## config.mk

```make
export PLATFORM = sky130hd
export DESIGN_NAME = ntt_mulmod
export DESIGN_NICKNAME = d
export VERILOG_FILES = /design/src/hdl/ntt_pkg.sv /design/src/hdl/ntt_mulmod.sv
export SDC_FILE = /design/constraint.sdc
export NUM_CORES = 1
export LEC_CHECK = 0
export BUFFER_PORTS_ARGS = -buffer_cell sky130_fd_sc_hd__buf_2
export CAP_MARGIN = 20
export CORE_UTILIZATION = 55
export DETAILED_ROUTE_END_ITERATION = 10
export PLACE_DENSITY_LB_ADDON = 0.2
export SYNTH_ARGS = -nofsm -noshare
export SYNTH_HDL_FRONTEND = slang
export SYNTH_SLANG_ARGS = --single-unit
```

## constraint.sdc

```tcl
create_clock -name clk -period 5.8 [get_ports clk]
set_clock_uncertainty 0.05 [all_clocks]
set_input_delay 0.58 -clock clk [delete_from_list [all_inputs] [get_ports clk]]
set_output_delay 0.58 -clock clk [all_outputs]
set_load 0.1 [all_outputs]
```

## src/hdl/ntt_pkg.sv

```systemverilog
`default_nettype none
package ntt_pkg;

  localparam int unsigned MUL_BITS = 32;

  localparam logic [30:0] MODULUS_RESET = 31'd998244353;
  localparam logic [30:0] ROOT_RESET    = 31'd3;

  typedef enum logic [1:0] {
    REG_MODULUS = 2'd0,
    REG_ROOT    = 2'd1,
    REG_DIR     = 2'd2
  } reg_index_t;

  typedef struct packed {
    logic        start;
    logic [30:0] a;
    logic [31:0] b;
  } mul_req_t;

  typedef struct packed {
    logic        done;
    logic [30:0] result;
  } mul_resp_t;

  typedef enum logic [4:0] {
    S_IDLE,
    S_LD_RED,
    S_START,
    S_CP_RD,
    S_CP_WR,
    S_ROOT,
    S_POW_INIT,
    S_POW_BASE,
    S_POW_LOOP,
    S_POW_MRW,
    S_POW_SQW,
    S_ROOT_DONE,
    S_STAGE,
    S_STG_GO,
    S_BF_RD0,
    S_BF_RD1,
    S_BF_MUL,
    S_BF_MULW,
    S_BF_WR0,
    S_BF_WR1,
    S_BF_TWW,
    S_OUT_RD,
    S_OUT_WAIT,
    S_OUT_MULW,
    S_OUT_SHOW
  } state_t;

endpackage
`default_nettype wire

```

## src/hdl/ntt_mulmod.sv

```systemverilog
`default_nettype none
module ntt_mulmod (
  input  wire               clk,
  input  wire               rst_n,
  input  wire        [30:0] modulus,
  input  wire ntt_pkg::mul_req_t req,
  output ntt_pkg::mul_resp_t resp
);

  logic        busy_r, busy_nxt;
  logic        done_r, done_nxt;
  logic [4:0]  cnt_r, cnt_nxt;
  logic [30:0] r_r, r_nxt;
  logic [30:0] a_r, a_nxt;
  logic [31:0] b_r, b_nxt;
  logic [32:0] t;
  logic [32:0] m1;
  logic [32:0] m2;
  logic [32:0] red;

  always_comb begin
    m1 = {2'b00, modulus};
    m2 = {1'b0, modulus, 1'b0};
    t  = {1'b0, r_r, 1'b0} + (b_r[31] ? {2'b00, a_r} : 33'd0);
    if (modulus < 31'd2) begin
      red = 33'd0;
    end else if (t >= m2) begin
      red = t - m2;
    end else if (t >= m1) begin
      red = t - m1;
    end else begin
      red = t;
    end
  end

  always_comb begin
    busy_nxt = busy_r;
    done_nxt = 1'b0;
    cnt_nxt  = cnt_r;
    r_nxt    = r_r;
    a_nxt    = a_r;
    b_nxt    = b_r;
    if (req.start) begin
      busy_nxt = 1'b1;
      cnt_nxt  = 5'd0;
      r_nxt    = 31'd0;
      a_nxt    = req.a;
      b_nxt    = req.b;
    end else if (busy_r) begin
      r_nxt   = red[30:0];
      b_nxt   = {b_r[30:0], 1'b0};
      cnt_nxt = cnt_r + 5'd1;
      if (cnt_r == 5'(ntt_pkg::MUL_BITS - 1)) begin
        busy_nxt = 1'b0;
        done_nxt = 1'b1;
      end
    end
  end

  always_ff @(posedge clk) begin
    if (!rst_n) begin
      busy_r <= 1'b0;
      done_r <= 1'b0;
    end else begin
      busy_r <= busy_nxt;
      done_r <= done_nxt;
    end
    cnt_r <= cnt_nxt;
    r_r   <= r_nxt;
    a_r   <= a_nxt;
    b_r   <= b_nxt;
  end

  assign resp.done   = done_r;
  assign resp.result = r_r;

endmodule
`default_nettype wire

```

==> results.ini, run 1 <==
[sta]
finalHoldViolCount=0
slew_viol_final=0
worst_pin_slew_ps=786
clock.fmax_mhz=181
whs_ps=350
relSlewSlack_pct=47.2
min_period_ps=5520
fin_tns_setup_ps=0
fin_crit_sh_pct=95.2
setup_viol=0

[global_routing]
overflow=0
first_global_vias=7289
grt_usage_pct=28.8
antenna_found_initial=0
grt_max_degree=62
grt_pass1_wl_mm=37.0

[synthesis]
ys.flop_type=edfxtp_1
synthArstFlopShare_pct=0
synth_nets=1188
yosys_warnings=0
synth_edf_count=63
syn-mean-instance-area_sq_um=9.04
synth_cells=994
ys_seq_elements=101
synth_seq_area_share_pct=29.5
yosysUniqueCellTypes=67
synth_area_sq_mm=0.00899

[clock_tree]
clock_sinks=101
insertion_delay_ps=350
cts_buffers=9
cts_max_path_buffers=2
root_buffer=clkbuf_16
hold_buffers=0
path_clk_slew_ps=70
htreeDepth=3
cts_tree=yes

[cells_and_area]
n_antenna_cell=0
drive_gt1_share_pct=19.1
final_common_cell=buf_2
layout_common_cells=buf_2 (128), ha_1 (94), a21oi_1 (73)
final_area_sq_mm=0.0103
synthToLayoutAreaGrowth_pct=14.1
fin_nets=1315
final_util_pct=64.3
num-fill-cells=1416
fin_cells=1342

[die]
fp.dieH_microns=130
dieWidth_microns=130
start_util_pct=56.4
core_sq_mm=0.0159
rows=46
die_area_sq_mm=0.0169
io_pins=129

[status]
status=finished clean

[critical_path]
crit_slowest_cell=edfxtp_1
critical_path.max_fanout=30
regToRegSetupSlack_ps=280
worstSetupPathType=register to register
cpPeakStageDelay_ps=440
crit_family=compound AO/OA/AOI/OAI gates
cp_cell_sequence=and2_1, ha_1, fa_1, a21o_1, a41oi_2, a21oi_1, o21ai_2, o21ai_0, a21oi_2, o21ai_0, xnor2_2, ha_1, nand3_1, nor4_2, nand4_1, o2111ai_1, a31oi_1, o31ai_1, a211oi_2, buf_4, nand2b_1, buf_4, nand4bb_1, o211ai_1
worstPathArrival_ps=5700
end_kind=register
critPathBufInv=2
cp_data_required_time_ps=5980
startpoint_type=register

[placement]
gp_congestion=0.961
portBuffers=128
dp_hpwl_mm=19.7
placed_area_sq_mm=0.00989
dp.cells=1321

[min_path]
hp-class=primary input to register

[power]
peakVddDrop_v=0.000414
leakagePower_nw=4.72
power-per-cell-area_mw_per_mm2=609

[detailed_routing]
drt_drc_violations_left=0
dr.pass1.iters=6
num_vias=8045
routed_wl_mm=24.4
vias_per_cell=5.99
ant_nets=0
drt-initial-drc-count=652
wl_per_cell_microns=18.2

[job]
drv_cap=0

==> cell usage after synthesis (5+ instances only) <==
master    count  area [sq um]
a21o_1       34           255
o31ai_1       7          52.6
xor2_1       22           193
a21oi_1      75           375
nor2b_1       9          56.3
nand2_1      55           206
o21ai_0      61           305
o21bai_1     13          97.6
nor4_1       11          68.8
edfxtp_1     63          1890
mux2_2       32           360
o221ai_1      5          43.8
nand2b_1     14          87.6
buf_2         6          30.0
xnor2_1      57           499
nor2_1       50           188
nor3_1        9          45.0
nand4_1      15          93.8
o211ai_1     10          75.1
and2_1       36           225
clkbuf_1     18          67.6
o21a_1       15           113
inv_1        64           240
a211oi_1     14           105
a31oi_1       9          56.3
dfxtp_1      38           761
mux2i_1      29           290
and3_1       13          81.3
nand3_1      13          65.1
ha_1         94          1180
a22oi_1      24           180
==> worst paths after layout <==
kind	start	endpoint	cells past startpoint
setup reg to reg	b_r[31]	r_r[28]	24
setup / recovery	b_r[31]	r_r[28]	24
hold reg to reg	cnt_r[4]	cnt_r[4]	2
hold / removal	req[38]	a_r[6]	1
==> report_power, final <==
part / internal (mW) / switching [mW] / total, mW
combinational: 1.68 / 2.95 / 4.63
sequential: 0.904 / 0.132 / 1.04
clock: 0.300 / 0.282 / 0.581
total: 2.88 / 3.36 / 6.24
==> state kept, by name, indices dropped and copies added (netlist names) <==
register	count
a_r	31
b_r	32
busy_r	1
cnt_r	5
done_r	1
r_r	31
==> repair_timing <==
action | in CTS | in global routing
resized for setup | 0 | 8
endpoints found under the setup margin | 0 | 31
buffers inserted | 0 | 5
hold endpoints to repair | 0 | 0
==> routing by layer <==
layer  share of wire, %  track usage, %  up-vias
met2                 44            44.4      291
met5                  0               0        -
met3                7.5            5.86       36
met1                 47            40.9     3742
li1                   -               -     3976
met4                1.8            8.21        0
==> through the flow <==
stage / total power, mW / setup WS [ps]
CTS: 6.10 / 85.6
global placement: 5.47 / 277
global route: 6.63 / -20.9
detailed placement: 5.48 / 109
finish: 6.24 / 276
floorplan: 4.52 / 590
==> logic make-up (layout without fill, tap and decap cells) <==
kind of cell	Yosys count	count (layout)	synth area share (%)
fa+ha+maj	97	97	13.8
compound gates	316	316	23.4
buf+inv	96	228	4.30
xor+xnor	79	79	7.70
simple gates	243	243	13.9
flops	101	101	29.5
mux	62	62	7.36
==> area by class of cell <==
| class | count | area [sq um] | share of cell area, % |
|---|---|---|---|
| Multi-Input combinational cell | 797 | 6000 | 58.5 |
| Inverter | 64 | 240 | 2.34 |
| Sequential cell | 101 | 2650 | 25.9 |
| Clock inverter | 6 | 55.1 | 0.537 |
| Tap cell | 216 | 270 | 2.64 |
| Timing Repair Buffer | 148 | 808 | 7.88 |
| Clock buffer | 10 | 229 | 2.23 |
(Power assumes the default switching activity.)
==> run 2, diff against run 1 <==
--- a/config.mk
+++ b/config.mk
@@ -9,7 +9,9 @@
 export CAP_MARGIN = 20
 export CORE_UTILIZATION = 55
 export DETAILED_ROUTE_END_ITERATION = 10
+export MAX_ROUTING_LAYER = met4
 export PLACE_DENSITY_LB_ADDON = 0.2
+export SLEW_MARGIN = 20
 export SYNTH_ARGS = -nofsm -noshare
 export SYNTH_HDL_FRONTEND = slang
 export SYNTH_SLANG_ARGS = --single-unit
==> run 2 against run 1 <==
- critical path type unchanged
- setup slack gained 40 ps
- register-to-register slack better by 40 ps
- first-iteration DRC count shrank 3.4%
- via count barely moved
- final cell count hardly changed
- design area about the same
==> results.ini, run 2 (synthesized netlist as in run 1, its figures left out) <==
[status]
status=finished clean

[power]
p_int_mw=2.92  ; +1.2%
leakagePower_nw=4.71  ; -0.18%
peakVddDrop_v=0.000385  ; -7.0%
p_sw_mw=3.37  ; +0.34%
comb_power_share_pct=74.1  ; about the same
power-per-cell-area_mw_per_mm2=614  ; +0.78%
p_seq_share_pct=16.4  ; -0.2 points
sw_frac_of_total_pct=53.6  ; -0.22 points
p_clk_share_pct=9.5  ; +0.2 points

[sta]
clock.fmax_mhz=182  ; +0.73%
setup_viol=0  ; unchanged
relSlewSlack_pct=46.0  ; -1.3 points
slew_viol_final=0  ; unchanged
min_period_ps=5480  ; -40.0 ps
setup_slack_ps=316  ; +40.0 ps
fin_crit_sh_pct=94.6  ; -0.69 points
worst_pin_slew_ps=802  ; +15.7 ps
finalHoldViolCount=0  ; unchanged

[cells_and_area]
multi_input_area_sq_mm=0.00599  ; about the same
seq_area_sq_mm=0.00265  ; unchanged
layout_common_cells=buf_2 (128), ha_1 (94), a21oi_1 (73)
regMostFlops=b_r
reg.largest.list=b_r: 32 flops, a_r: 31 flops, r_r: 31 flops
num-fill-cells=1363  ; -3.7%
drive_gt1_share_pct=19.1  ; about the same
fin_nets=1316  ; +0.076%
largest_reg_flops=32  ; unchanged
n_antenna_cell=0  ; unchanged
synthToLayoutAreaGrowth_pct=14.0  ; about the same
final_common_cell=buf_2
final_area_sq_mm=0.0102  ; about the same

[die]
start_util_pct=56.4  ; unchanged
io_pins=129  ; unchanged
fp.dieH_microns=130  ; unchanged
die_area_sq_mm=0.0169  ; unchanged
rows=46  ; unchanged
core_sq_mm=0.0159  ; unchanged
dieWidth_microns=130  ; unchanged

[critical_path]
worstSetupPathType=register to register
r2r_start=b_r[31]
cp_cell_sequence=buf_4, and2_1, ha_1, o211ai_1, o211ai_1, a41oi_2, a21oi_2, o211ai_1, a21oi_2, nor2_1, xnor2_1, buf_4, ha_1, a21o_1, o21bai_1, a211o_1, a21oi_2, o211a_1, nand3_1, a211oi_4, nand2b_4, buf_4, mux2i_1, o221ai_1
r2r-end=r_r[2]
crit_family=compound AO/OA/AOI/OAI gates
cp_data_required_time_ps=5960  ; -20 ps
critPathBufInv=3  ; +1
reg2regPathDepth=24  ; unchanged
critical_path.max_fanout=12  ; -60%
worstPathArrival_ps=5650  ; -50 ps
regToRegSetupSlack_ps=320  ; +40 ps
crit_slowest_cell=edfxtp_1
startpoint_type=register
end_kind=register
cpPeakStageDelay_ps=400  ; -40 ps

[global_routing]
first_global_vias=7343  ; +0.74%
grt_pass1_wl_mm=37.5  ; +1.2%
overflow=0  ; unchanged
grt_usage_pct=30.2  ; +1.3 points
grt_max_degree=62  ; unchanged
antenna_found_initial=0  ; unchanged

[min_path]
min_to=a_r[26]
min_path_cells=1  ; unchanged
worst_hold_startpoint=req[58]
hp-class=primary input to register

[clock_tree]
cts_max_path_buffers=2  ; unchanged
htreeDepth=3  ; unchanged
cts_buffers=9  ; unchanged
root_buffer=clkbuf_16
clock_sinks=101  ; unchanged
cts_tree=yes
path_clk_slew_ps=70  ; about the same
insertion_delay_ps=350  ; about the same

[detailed_routing]
vias_per_cell=5.99  ; about the same
wl_per_cell_microns=18.3  ; +0.67%
ant_nets=0  ; unchanged
drt-initial-drc-count=630  ; -3.4%
drt_drc_violations_left=0  ; unchanged
dr.pass1.iters=5  ; -1
routed_wl_mm=24.6  ; +0.75%
num_vias=8050  ; +0.062%

[placement]
pre_cts_slack_ps=70.9  ; -37.8 ps
gp_congestion=0.961  ; unchanged
placed_area_sq_mm=0.00986  ; -0.28%
dp_hpwl_mm=19.9  ; +0.97%
portBuffers=128  ; unchanged

[job]
drv_cap=0  ; unchanged

run 2: power by group through the flow:
stage,Clock (mW),Sequential [mW],Combinational [mW]
final,0.596,1.03,4.66
after global routing,0.626,1.04,5.03
after CTS,0.599,1.03,4.49
after detailed placement,0,1.05,4.45
after global placement,0,1.05,4.44
after floorplan,0,1.61,2.91
run 2: how the worst max path moves through the flow:
| stage | end | start | slack [ps] | cells past startpoint |
|---|---|---|---|---|
| detailed placement | r_r[2] | b_r[31] | 70 | 22 |
| floorplan | r_r[0] | r_r[0] | 590 | 22 |
| global placement | r_r[2] | b_r[31] | 260 | 22 |
| CTS | r_r[2] | b_r[31] | 40 | 22 |
| finish | r_r[2] | b_r[31] | 320 | 24 |
| global route | r_r[28] | b_r[31] | -40 | 23 |
run 2: what timing repair did:
action                                 4_1_cts  5_1_grt
setup buffers                                0        7
hold buffers                                 0        0
setup endpoints to repair                    0       31
endpoints found under the hold margin        0        0
resized for setup                            0        7
run 2: per-layer routing:
metal / routed length (microns) / track usage, % / vias to the layer above / share of wire, %
met5: 0 / - / - / 0
met4: 390 / 7.11 / 0 / 1.6
met3: 2060 / 4.72 / 33 / 8.4
met2: 10800 / 45.5 / 336 / 44
met1: 11400 / 42.4 / 3716 / 46
li1: - / - / 3965 / -
run 2: final cells by class:
cell class	count	share of cell area, %
Sequential cell	101	25.9
Clock inverter	5	0.403
Inverter	64	2.34
Clock buffer	11	2.48
Tap cell	216	2.64
Multi-Input combinational cell	797	58.5
Timing Repair Buffer	149	7.79
run 2: per-stage QoR:
| step | cells | util, % | setup TNS, ps | hold slack (ps) | total power [mW] |
|---|---|---|---|---|---|
| 3_3_place_gp | 1320 | 61.9 | 0 | 433 | 5.49 |
| 4_1_cts | 1336 | 63.7 | 0 | 347 | 6.13 |
| 5_1_grt | 1343 | 64.3 | -42.4 | 341 | 6.70 |
| 3_5_place_dp | 1320 | 61.9 | 0 | 442 | 5.50 |
| 2_1_floorplan | 994 | - | 0 | 417 | 4.52 |
| 6_report | 1343 | 64.3 | 0 | 352 | 6.29 |
